[config.mk]
export PLATFORM = sky130hd
export DESIGN_NAME = polled_bus_sweep_master
export DESIGN_NICKNAME = d
export VERILOG_FILES = /design/src/pbsm_pkg.sv /design/src/pbsm_step.sv /design/src/polled_bus_sweep_master.sv
export SDC_FILE = /design/constraint.sdc
export NUM_CORES = 1
export LEC_CHECK = 0
export BUFFER_PORTS_ARGS = -buffer_cell sky130_fd_sc_hd__buf_2
export CAP_MARGIN = 20
export CORE_ASPECT_RATIO = 0.6
export CORE_MARGIN = 4
export CORE_UTILIZATION = 54
export DETAILED_ROUTE_END_ITERATION = 12
export PLACE_DENSITY_LB_ADDON = 0.2
export SYNTH_ARGS = -nofsm -noshare
export SYNTH_HDL_FRONTEND = slang
export SYNTH_HIERARCHICAL = 1
export SYNTH_SLANG_ARGS = --single-unit
[constraint.sdc]
create_clock -name i_clk -period 5.5 [get_ports i_clk]
set_input_delay 0.825 -clock i_clk [delete_from_list [all_inputs] [get_ports i_clk]]
set_output_delay 0.825 -clock i_clk [all_outputs]
set_load 0.02 [all_outputs]
[src/pbsm_pkg.sv]
// pbsm_pkg: shared types and codes for the polled bus sweep master.
// Holds the input item and result beat structs, operation, event, status,
// frame kind and register index codes. No dependencies.
`default_nettype none

package pbsm_pkg;

    localparam logic [1:0] OP_START = 2'd0;
    localparam logic [1:0] OP_FRAME = 2'd1;
    localparam logic [1:0] OP_TICK  = 2'd2;
    localparam logic [1:0] OP_ARM   = 2'd3;

    localparam logic [1:0] EV_NONE    = 2'd0;
    localparam logic [1:0] EV_REPORT  = 2'd1;
    localparam logic [1:0] EV_MISSING = 2'd2;
    localparam logic [1:0] EV_DONE    = 2'd3;

    localparam logic [1:0] ST_OK     = 2'd0;
    localparam logic [1:0] ST_BUSY   = 2'd1;
    localparam logic [1:0] ST_NOPODS = 2'd2;

    localparam logic SK_POLL = 1'b0;
    localparam logic SK_ARM  = 1'b1;

    localparam logic [1:0] CFG_POD_COUNT = 2'd0;
    localparam logic [1:0] CFG_POD_ADDRS = 2'd1;
    localparam logic [1:0] CFG_TIMEOUT   = 2'd2;
    localparam logic [1:0] CFG_GAP       = 2'd3;

    localparam logic [7:0] MISS_MAX = 8'd255;

    typedef struct packed {
        logic [1:0]  operation;
        logic [31:0] now_ms;
        logic [7:0]  frame_addr;
        logic        frame_is_report;
        logic [7:0]  target_addr;
        logic        arm_flag;
    } t_item;

    typedef struct packed {
        logic [1:0] event_res;
        logic [2:0] pod_index;
        logic [1:0] status;
        logic       send_valid;
        logic [7:0] send_addr;
        logic       send_kind;
        logic [7:0] send_payload;
        logic       sweep_active;
        logic       pod_present;
        logic [7:0] pod_misses;
    } t_result;

    function automatic logic [7:0] pod_addr(input logic [63:0] addrs, input logic [2:0] idx);
        pod_addr = addrs[{idx, 3'b000} +: 8];
    endfunction

endpackage

`default_nettype wire

[src/pbsm_step.sv]
// pbsm_step: sweep state, per-pod presence and miss counts, register file,
// and the single-pass next-state and result logic for one item.
// Depends on pbsm_pkg.
`default_nettype none

module pbsm_step
    import pbsm_pkg::*;
#(
    parameter int MAX_PODS = 8
) (
    input  wire logic        i_clk,
    input  wire logic        i_rst_n,
    input  wire logic        i_cfg_we,
    input  wire logic [1:0]  i_cfg_index,
    input  wire logic [63:0] i_cfg_data,
    input  wire logic        i_fire,
    input  wire t_item       i_item,
    output t_result          o_result
);

    localparam int SW = (MAX_PODS > 1) ? $clog2(MAX_PODS) : 1;
    localparam logic [3:0]    MAXP = 4'(MAX_PODS);
    localparam logic [SW-1:0] LAST = SW'(MAX_PODS - 1);

    typedef enum logic [1:0] {
        PH_IDLE = 2'd0,
        PH_WAIT = 2'd1,
        PH_GAP  = 2'd2
    } t_phase;

    logic [3:0]          r_pod_count;
    logic [63:0]         r_addrs;
    logic [15:0]         r_timeout;
    logic [15:0]         r_gap;

    t_phase              r_phase, n_phase;
    logic [3:0]          r_cur, n_cur;
    logic [7:0]          r_seq, n_seq;
    logic [31:0]         r_start, n_start;
    logic [MAX_PODS-1:0] r_present, n_present;
    logic [7:0]          r_miss [MAX_PODS];
    logic [7:0]          n_miss [MAX_PODS];

    logic [3:0]          eff;
    logic [SW-1:0]       slot;
    logic [7:0]          slot_addr;
    logic [31:0]         elapsed;
    logic [7:0]          miss_inc;
    logic                do_poll;
    logic [7:0]          poll_addr;
    t_result             res;

    assign eff       = (r_pod_count > MAXP) ? MAXP : r_pod_count;
    assign slot      = (r_cur < MAXP) ? r_cur[SW-1:0] : LAST;
    assign slot_addr = pod_addr(r_addrs, 3'(slot));
    assign elapsed   = i_item.now_ms - r_start;
    assign miss_inc  = (r_miss[slot] == MISS_MAX) ? MISS_MAX : r_miss[slot] + 8'd1;

    always_comb begin
        res       = '0;
        n_phase   = r_phase;
        n_cur     = r_cur;
        n_seq     = r_seq;
        n_start   = r_start;
        n_present = r_present;
        n_miss    = r_miss;
        do_poll   = 1'b0;
        poll_addr = '0;
        case (i_item.operation)
            OP_START: begin
                if (r_phase != PH_IDLE) begin
                    res.status = ST_BUSY;
                end else if (eff == 4'd0) begin
                    res.status = ST_NOPODS;
                end else begin
                    n_cur     = 4'd0;
                    do_poll   = 1'b1;
                    poll_addr = pod_addr(r_addrs, 3'd0);
                end
            end
            OP_FRAME: begin
                if (r_phase == PH_WAIT && i_item.frame_addr == slot_addr
                        && i_item.frame_is_report) begin
                    n_present[slot] = 1'b1;
                    n_miss[slot]    = 8'd0;
                    res.event_res   = EV_REPORT;
                    res.pod_index   = 3'(slot);
                    res.pod_present = 1'b1;
                    res.pod_misses  = 8'd0;
                    n_cur           = r_cur + 4'd1;
                    n_phase         = PH_GAP;
                    n_start         = i_item.now_ms;
                end
            end
            OP_TICK: begin
                if (r_phase == PH_WAIT) begin
                    if (elapsed >= {16'd0, r_timeout}) begin
                        n_present[slot] = 1'b0;
                        n_miss[slot]    = miss_inc;
                        res.event_res   = EV_MISSING;
                        res.pod_index   = 3'(slot);
                        res.pod_present = 1'b0;
                        res.pod_misses  = miss_inc;
                        n_cur           = r_cur + 4'd1;
                        n_phase         = PH_GAP;
                        n_start         = i_item.now_ms;
                    end
                end else if (r_phase == PH_GAP) begin
                    if (elapsed >= {16'd0, r_gap}) begin
                        if (r_cur >= eff) begin
                            n_phase       = PH_IDLE;
                            res.event_res = EV_DONE;
                        end else begin
                            do_poll   = 1'b1;
                            poll_addr = pod_addr(r_addrs, r_cur[2:0]);
                        end
                    end
                end
            end
            default: begin
                if (r_phase != PH_IDLE) begin
                    res.status = ST_BUSY;
                end else begin
                    res.send_valid   = 1'b1;
                    res.send_addr    = i_item.target_addr;
                    res.send_kind    = SK_ARM;
                    res.send_payload = {7'd0, i_item.arm_flag};
                end
            end
        endcase
        if (do_poll) begin
            res.send_valid   = 1'b1;
            res.send_addr    = poll_addr;
            res.send_kind    = SK_POLL;
            res.send_payload = r_seq;
            n_seq            = r_seq + 8'd1;
            n_phase          = PH_WAIT;
            n_start          = i_item.now_ms;
        end
        res.sweep_active = (n_phase != PH_IDLE);
    end

    assign o_result = res;

    always_ff @(posedge i_clk) begin
        if (!i_rst_n) begin
            r_pod_count <= '0;
            r_addrs     <= '0;
            r_timeout   <= '0;
            r_gap       <= '0;
            r_phase     <= PH_IDLE;
            r_cur       <= '0;
            r_seq       <= '0;
            r_start     <= '0;
            r_present   <= '0;
            for (int k = 0; k < MAX_PODS; k++) begin
                r_miss[k] <= '0;
            end
        end else begin
            if (i_cfg_we) begin
                case (i_cfg_index)
                    CFG_POD_COUNT: r_pod_count <= i_cfg_data[3:0];
                    CFG_POD_ADDRS: r_addrs     <= i_cfg_data;
                    CFG_TIMEOUT:   r_timeout   <= i_cfg_data[15:0];
                    CFG_GAP:       r_gap       <= i_cfg_data[15:0];
                    default: ;
                endcase
            end
            if (i_fire) begin
                r_phase   <= n_phase;
                r_cur     <= n_cur;
                r_seq     <= n_seq;
                r_start   <= n_start;
                r_present <= n_present;
                r_miss    <= n_miss;
            end
        end
    end

    a_cur_bound: assert property (@(posedge i_clk) disable iff (!i_rst_n)
        r_cur <= MAXP)
        else $error("pod cursor beyond pod table");

    a_seq_step: assert property (@(posedge i_clk) disable iff (!i_rst_n)
        i_fire && res.send_valid && res.send_kind == SK_POLL
        |=> r_seq == $past(r_seq) + 8'd1)
        else $error("poll sent without sequence advance");

    a_missing: assert property (@(posedge i_clk) disable iff (!i_rst_n)
        i_fire && res.event_res == EV_MISSING
        |=> r_phase == PH_GAP && r_present[$past(slot)] == 1'b0
            && r_miss[$past(slot)] != 8'd0)
        else $error("missing pod not recorded");

    a_idle_quiet: assert property (@(posedge i_clk) disable iff (!i_rst_n)
        i_fire && r_phase == PH_IDLE |-> res.event_res == EV_NONE)
        else $error("event raised while idle");

endmodule

`default_nettype wire

[src/polled_bus_sweep_master.sv]
// polled_bus_sweep_master: top level with input register and result
// register around pbsm_step. Depends on pbsm_pkg and pbsm_step.
//
// Usage: items enter on i_valid/o_stall (start, received frame, ms tick,
// arm), one result beat leaves per item on o_valid/i_stall. A result with
// o_send_valid set asks for a poll or arm frame on the bus; o_event_res
// reports a pod reply, a missing pod or the end of a sweep.
// Registers are written through i_cfg_we/i_cfg_index/i_cfg_data; the
// user must write them only while idle, the block does not enforce it.
// Throughput: one item per cycle while the receiver does not stall.
// Reset: sweep idle, all registers, presence marks and miss counts zero,
// both pipeline stages empty.
// Receiver stall: the result register holds; the input register fills
// and then o_stall rises until the result beat is taken.
`default_nettype none

module polled_bus_sweep_master
    import pbsm_pkg::*;
#(
    parameter int MAX_PODS = 8
) (
    input  wire logic        i_clk,
    input  wire logic        i_rst_n,
    input  wire logic        i_cfg_we,
    input  wire logic [1:0]  i_cfg_index,
    input  wire logic [63:0] i_cfg_data,
    input  wire logic        i_valid,
    output logic             o_stall,
    input  wire logic [1:0]  i_operation,
    input  wire logic [31:0] i_now_ms,
    input  wire logic [7:0]  i_frame_addr,
    input  wire logic        i_frame_is_report,
    input  wire logic [7:0]  i_target_addr,
    input  wire logic        i_arm_flag,
    output logic             o_valid,
    input  wire logic        i_stall,
    output logic [1:0]       o_event_res,
    output logic [2:0]       o_pod_index,
    output logic [1:0]       o_status,
    output logic             o_send_valid,
    output logic [7:0]       o_send_addr,
    output logic             o_send_kind,
    output logic [7:0]       o_send_payload,
    output logic             o_sweep_active,
    output logic             o_pod_present,
    output logic [7:0]       o_pod_misses
);

    logic    r_in_valid;
    t_item   r_in;
    logic    r_out_valid;
    t_result r_out;
    t_result step_res;
    logic    out_ready;
    logic    fire;

    assign out_ready = !r_out_valid || !i_stall;
    assign fire      = r_in_valid && out_ready;
    assign o_stall   = r_in_valid && !out_ready;

    always_ff @(posedge i_clk) begin
        if (!i_rst_n) begin
            r_in_valid  <= 1'b0;
            r_out_valid <= 1'b0;
        end else begin
            if (!o_stall) begin
                r_in_valid <= i_valid;
            end
            if (out_ready) begin
                r_out_valid <= fire;
            end
        end
        if (i_valid && !o_stall) begin
            r_in.operation       <= i_operation;
            r_in.now_ms          <= i_now_ms;
            r_in.frame_addr      <= i_frame_addr;
            r_in.frame_is_report <= i_frame_is_report;
            r_in.target_addr     <= i_target_addr;
            r_in.arm_flag        <= i_arm_flag;
        end
        if (fire) begin
            r_out <= step_res;
        end
    end

    pbsm_step #(
        .MAX_PODS (MAX_PODS)
    ) u_step (
        .i_clk       (i_clk),
        .i_rst_n     (i_rst_n),
        .i_cfg_we    (i_cfg_we),
        .i_cfg_index (i_cfg_index),
        .i_cfg_data  (i_cfg_data),
        .i_fire      (fire),
        .i_item      (r_in),
        .o_result    (step_res)
    );

    assign o_valid        = r_out_valid;
    assign o_event_res    = r_out.event_res;
    assign o_pod_index    = r_out.pod_index;
    assign o_status       = r_out.status;
    assign o_send_valid   = r_out.send_valid;
    assign o_send_addr    = r_out.send_addr;
    assign o_send_kind    = r_out.send_kind;
    assign o_send_payload = r_out.send_payload;
    assign o_sweep_active = r_out.sweep_active;
    assign o_pod_present  = r_out.pod_present;
    assign o_pod_misses   = r_out.pod_misses;

endmodule

`default_nettype wire

* Word-level counts from Yosys, hierarchy flattened
Index checks and enable logic that the tools add are counted.
** Word-level totals
- Register bits :: 299
- Bits in latches :: 0
- Memory bits (writable) :: 0
- Bits in read-only memories :: 0
- Input bits :: 123
- Output and inout bits :: 37
- Memories kept :: 0
** Operators by class
- Add/subtract/negate cells :: 4
- $mul :: 0
- Divide/modulo/power cells :: 0
- $lt $le $gt $ge :: 7
- Equal/unequal tests :: 17
- Shifts and indexed selects :: 2
- Mux-type cells :: 65
- Bitwise logic cells :: 3
- Reduce and logical (&&, ||, !) cells :: 30
** Operators with widths (count)
- $mux W64 :: 3
- $mux W32 :: 4
- $pmux W64 S2 :: 1
- $shiftx A64 B7 Y8 :: 2
- $mux W8 :: 11
- $and A64 B64 Y64 :: 1
- $bwmux W64 :: 1
- $ge A32 B16 Y1 :: 2
- $not A64 Y64 :: 1
- $pmux W32 S2 :: 1
- $mux W18 :: 2
- $sub A32 B32 Y32 :: 1
- $mux W4 :: 7
- $mux W2 :: 13
- $bmux W8 S3 :: 1
- $demux W8 S3 :: 1
- $mux W9 :: 2
- $pmux W9 S2 :: 1
- $mux W17 :: 1
- $add A8 B1 Y8 const B :: 2
- $pmux W8 S2 :: 1
- $pmux W4 S3 :: 1
- $pmux W5 S2 :: 1
- $reduce_and A2 Y1 :: 5
- other kinds (31) :: 62

* Longest topological paths before layout
- Word-level depth :: 12
- Mapped depth :: 24
- Mapped depth without buffers :: 22

* Hierarchy
Netlist, hierarchy kept.
** By module, submodules not included
- pbsm_step :: instances 1, cells an instance 1727, area each 13382.8 µm²
- polled_bus_sweep_master :: instances 1, cells an instance 95, area each 2696.3 µm²

* Least setup slack after synthesis
Ideal clock, no wire load.
- Path kind :: input -> register
- From :: input port i_stall
- To :: register u_step/r_miss[12] (netlist bit)
- Arrival :: 5.228 ns
- Path slack :: 0.211 ns
- Stages on the path :: 6
- Buffers on the path :: 1
- Cell sequence :: a21boi_0 -> nand3_2 -> or4_1 -> buf_2 -> a21oi_2 -> o221a_1
** On the way
- Longest elaborated chain between the ends :: 4
** RTL lines
- start, declared :: RTL line polled_bus_sweep_master.sv:36 : input wire logic i_stall,
- $logic_not A1 Y1 :: RTL line polled_bus_sweep_master.sv:57 : assign out_ready = !r_out_valid || !i_stall;
- $logic_or A1 B1 Y1 :: RTL line polled_bus_sweep_master.sv:57
- $logic_and A1 B1 Y1 :: RTL line polled_bus_sweep_master.sv:58 : assign fire = r_in_valid && out_ready;
- $reduce_and A5 Y1 (no source line)
- end signal, assigned :: RTL line pbsm_step.sv:175 : r_miss <= n_miss;
- end, declared :: RTL line pbsm_step.sv:41 : logic [7:0] r_miss [MAX_PODS];
No other way between the ends.
A chain may end at the register's enable or synchronous reset.

* Worst setup path after layout
- From :: register r_in[22] (netlist bit)
- To :: register u_step/r_miss[49] (netlist bit)
** On the way
- Longest elaborated chain between the ends :: 4
** RTL lines
- start, declared :: RTL line polled_bus_sweep_master.sv:50 : t_item r_in;
- $sub A32 B32 Y32 :: RTL line pbsm_step.sv:56 : assign elapsed = i_item.now_ms - r_start;
- $ge A32 B16 Y1 :: RTL line pbsm_step.sv:97 : if (elapsed >= {16'd0, r_timeout}) begin
- $ne A2 B1 Y1 (no source line)
- $reduce_and A5 Y1 (no source line)
No other way between the ends.

==> key figures <==
Clock network
  • Post-CTS setup buffers: 0
  • Htree depth: 1
  • Sink Count: around 300
  • CTS Buf Count: 28
  • Worst skew pair latency: 560 ps
  • Clock buffer depth: 3
  • Clock transition at path regs: approximately 70 ps
  • Post-cts sizing count: 0
  • CTS hold repair buffers: 0
  • CTS root buffer: clkbuf_16
  • TritonCTS clock tree: built

Synthesis
  • Syn nets: a little over 2k
  • Yosys reg bits: 299
  • Syn_area_per_cell: roughly 9 sq um
  • Top cells by area, synth: dfxtp_1 26%, edfxtp_1 16%, nand2_1 9.6%
  • Yosys top cell by area: dfxtp_1
  • Synthesis Warnings: 6
  • Top-count cell post-synth: nand2_1
  • Top FF cell, synth: dfxtp_1
  • Synth top area share: 0.264
  • Synthesized instance count: about 1.8k
  • Yosys cell types: between 80 and 90
  • EDFF count, synth: between 80 and 90
  • Post-Syn Area: around 16000 sq um
  • Most instantiated cells after synthesis: 410 x nand2_1, 212 x dfxtp_1, 162 x a21oi_1
  • Async S/R FF share, synth: 0
  • Seq/Total Area, Yosys: 0.426

Pwr
  • Part of the power in combinational logic: 0.133
  • Register share of total power: 0.473
  • Internal power: between 0.003 and 0.004 W
  • Net switching power: between 0.001 and 0.0015 W
  • Sw frac: 0.263
  • P_leak: 6.81 nW
  • Worst vdd ir: ~0.23 mV
  • Cell Pwr Density: about 280 nW/um^2
  • Clk network pwr share: 0.394

Finish
  • Final Cell Area: around 18000 sq um
  • Fin nets: approximately 2.1k
  • Multi-input gate area: ~8500 sq um
  • Layout area overhead: 12.9%
  • Layout cells sized above 1: 0.155
  • FF/Latch Area: about 7000 sq um
  • Antenna Cells: 0
  • Fillers: between 2k and 3k

Placed design
  • Routability congestion estimate: about 0.94
  • Placed Instance Area: 17200 sq um
  • Post-DP HPWL: about 34000 microns
  • PortBufs: between 150 and 200

Drt
  • DRC viols: 0
  • Total wire length: 45200 microns
  • Drt pass-1 iters: 8
  • Via Count: 14.1k
  • Vias per cell: about 6.0
  • Drt first-iter violations: 1586
  • Routed Antenna Nets: 0
  • Average wire per standard cell: between 15 and 20 microns

Setup path
  • Crit Path Max Fanout: 8
  • Critical Path Start Type: flip-flop
  • Crit end category: flip-flop
  • CP required: 5980 ps
  • Reg2Reg Setup Slack: 340 ps
  • Crit path launch: r_in[22]
  • Crit path to: u_step/r_miss[49]
  • Crit Reg-Reg Endpoint: u_step/r_miss[49]
  • Reg-to-reg startpoint: r_in[22]
  • Critical path data arrival time: around 5600 ps
  • Critical path type: flip-flop to flip-flop
  • FF-to-FF path depth: 19

Job
  • Max Cap Viol: 0

Timing
  • Relative slew slack: 0.295
  • Slew Viols, Final: 0
  • WHS: 431 ps
  • Worst-Margin Slew: 1060 ps
  • Count of final hold-check violations: 0
  • Setup Skew: approximately 15 ps
  • Max Freq: just under 0.2 GHz
  • Final Cycle Share: 0.938
  • Min cycle time layout: about 5200 ps
  • Final setup vio count: 0

Floorplan
  • Core Rows: 48
  • Ports: 160
  • Core area: ~29000 sq um
  • Starting density of the core: 0.554
  • Die width: 231 microns
  • Die ar.: 32700 sq um
  • Die Y: 142 microns

Global route
  • Vias in the first global route: 12.9k
  • Initial antenna violation count: 1
  • Gr usage total: 0.267
  • GRT overflow: 0
  • Largest net degree at the start of global routing: 65
  • Global-route wire length before repair: roughly 71000 microns

Run status
  • Status: complete, no violations

Min path
  • Hold Path Class: input pin to flip-flop
[power groups by stage]
stage,Sequential (W),Combinational (W),Clock [W]
floorplan,0.00243,0.000435,0
global placement,0.00243,0.000634,0
detailed placement,0.00243,0.000649,0
CTS,0.00238,0.000653,0.00202
global route,0.00238,0.000738,0.00210
finish,0.00238,0.000668,0.00198
[worst max-delay path, stage by stage, from the launching register on]
cell      delay (ps)
edfxtp_1         400
ha_1             380
and2_1           200
a221oi_2         380
a211oi_1         140
buf_4            180
or2_2            350
nand2_1          120
nand2_1           90
xor2_1           190
ha_1             330
nand4_1          140
nor4_1           420
a21oi_1          170
o21ai_0          120
nor4_1            90
nand3_1          220
a21oi_4          140
nor3_2           720
mux2i_1          290
[worst min-delay path by stage]
| stage | startpoint | to | cells past startpoint |
|---|---|---|---|
| 2_1_floorplan | u_step/r_miss[6] | u_step/r_miss[6] | 2 |
| 3_3_place_gp | u_step/r_miss[38] | u_step/r_miss[38] | 2 |
| 3_5_place_dp | u_step/r_addrs[27] | u_step/r_addrs[27] | 2 |
| 4_1_cts | i_frame_addr[6] | r_in[16] | 1 |
| 5_1_grt | i_now_ms[7] | r_in[25] | 1 |
| 6_report | i_frame_addr[3] | r_in[13] | 1 |
[flip-flops by register name (all words and copies together) (netlist names), 3 cells and up]
signal and flops:
u_step/r_addrs 64, u_step/r_miss 64, r_in 52, u_step/r_start 32
u_step/r_gap 16, u_step/r_timeout 16, o_pod_misses 8, o_send_addr 8
o_send_payload 8, u_step/r_seq 8, u_step/r_cur 4, u_step/r_pod_count 4
o_pod_index 3
[metal layers]
layer  global-route usage  share of wire  vias up
met4               0.0462          0.018        2
met5                    0        0.00022        -
met2                0.363           0.39      671
met1                0.430           0.49     6674
li1                     -              -     6666
met3               0.0640           0.11       66
[cell usage in the layout, fill, tap and decap left out, types with 6 or more instances in the layout]
cell | netlist | routed
o221ai_1 | 14 | 14
dfxtp_1 | 212 | 209
a21oi_1 | 162 | 162
xnor2_1 | 16 | 16
nor4_1 | 9 | 9
a31oi_1 | 9 | 9
a211oi_1 | 15 | 15
nand2_1 | 410 | 410
mux2_2 | 15 | 15
ha_1 | 74 | 74
a32o_1 | 12 | 12
and2_1 | 14 | 14
buf_4 | 4 | 24
clkbuf_16 | 0 | 32
nand3_1 | 40 | 38
mux4_2 | 14 | 14
nor3_1 | 31 | 31
or2_2 | 7 | 7
o21a_1 | 11 | 11
nand2b_1 | 23 | 23
o21ai_0 | 48 | 48
edfxtp_1 | 87 | 87
xor2_1 | 12 | 12
nor2b_1 | 17 | 16
or4_1 | 7 | 7
o22ai_1 | 8 | 8
buf_2 | 20 | 158
o211ai_1 | 15 | 15
and3_1 | 12 | 12
nand4_1 | 21 | 21
mux2i_1 | 102 | 102
nor2_1 | 81 | 81
o2bb2ai_1 | 7 | 6
inv_1 | 91 | 90
a21o_1 | 19 | 19
[per-stage QoR]
stage,power [W],cells,util,setup TNS [ps],setup slack [ps]
4_1_cts,0.00505,2348,0.624,0,121
5_1_grt,0.00523,2350,0.626,-32.8,-17.1
2_1_floorplan,0.00286,1822,-,0,211
3_5_place_dp,0.00308,2296,0.592,0,141
6_report,0.00503,2350,0.626,0,341
3_3_place_gp,0.00306,2296,0.592,0,311
[final cells by class]
| class | count | share of cell area |
|---|---|---|
| Inverter | 92 | 0.0191 |
| Multi-Input combinational cell | 1323 | 0.468 |
| Sequential cell | 299 | 0.378 |
| Clock buffer | 42 | 0.0489 |
| Clock inverter | 10 | 0.00331 |
| Timing Repair Buffer | 184 | 0.0557 |
| Tap cell | 400 | 0.0276 |
[cells by family after synthesis]
kind of cell,Yosys count,share of synthesized area
and+or+nand+nor,705,0.199
DFF,299,0.426
xor gates and xnor gates,28,0.0153
muxes,131,0.0936
adders and majority gates,75,0.0588
AOI/OAI and AO/OA,384,0.158
buffers and inverters,200,0.0492
(Power assumes the default switching activity.)
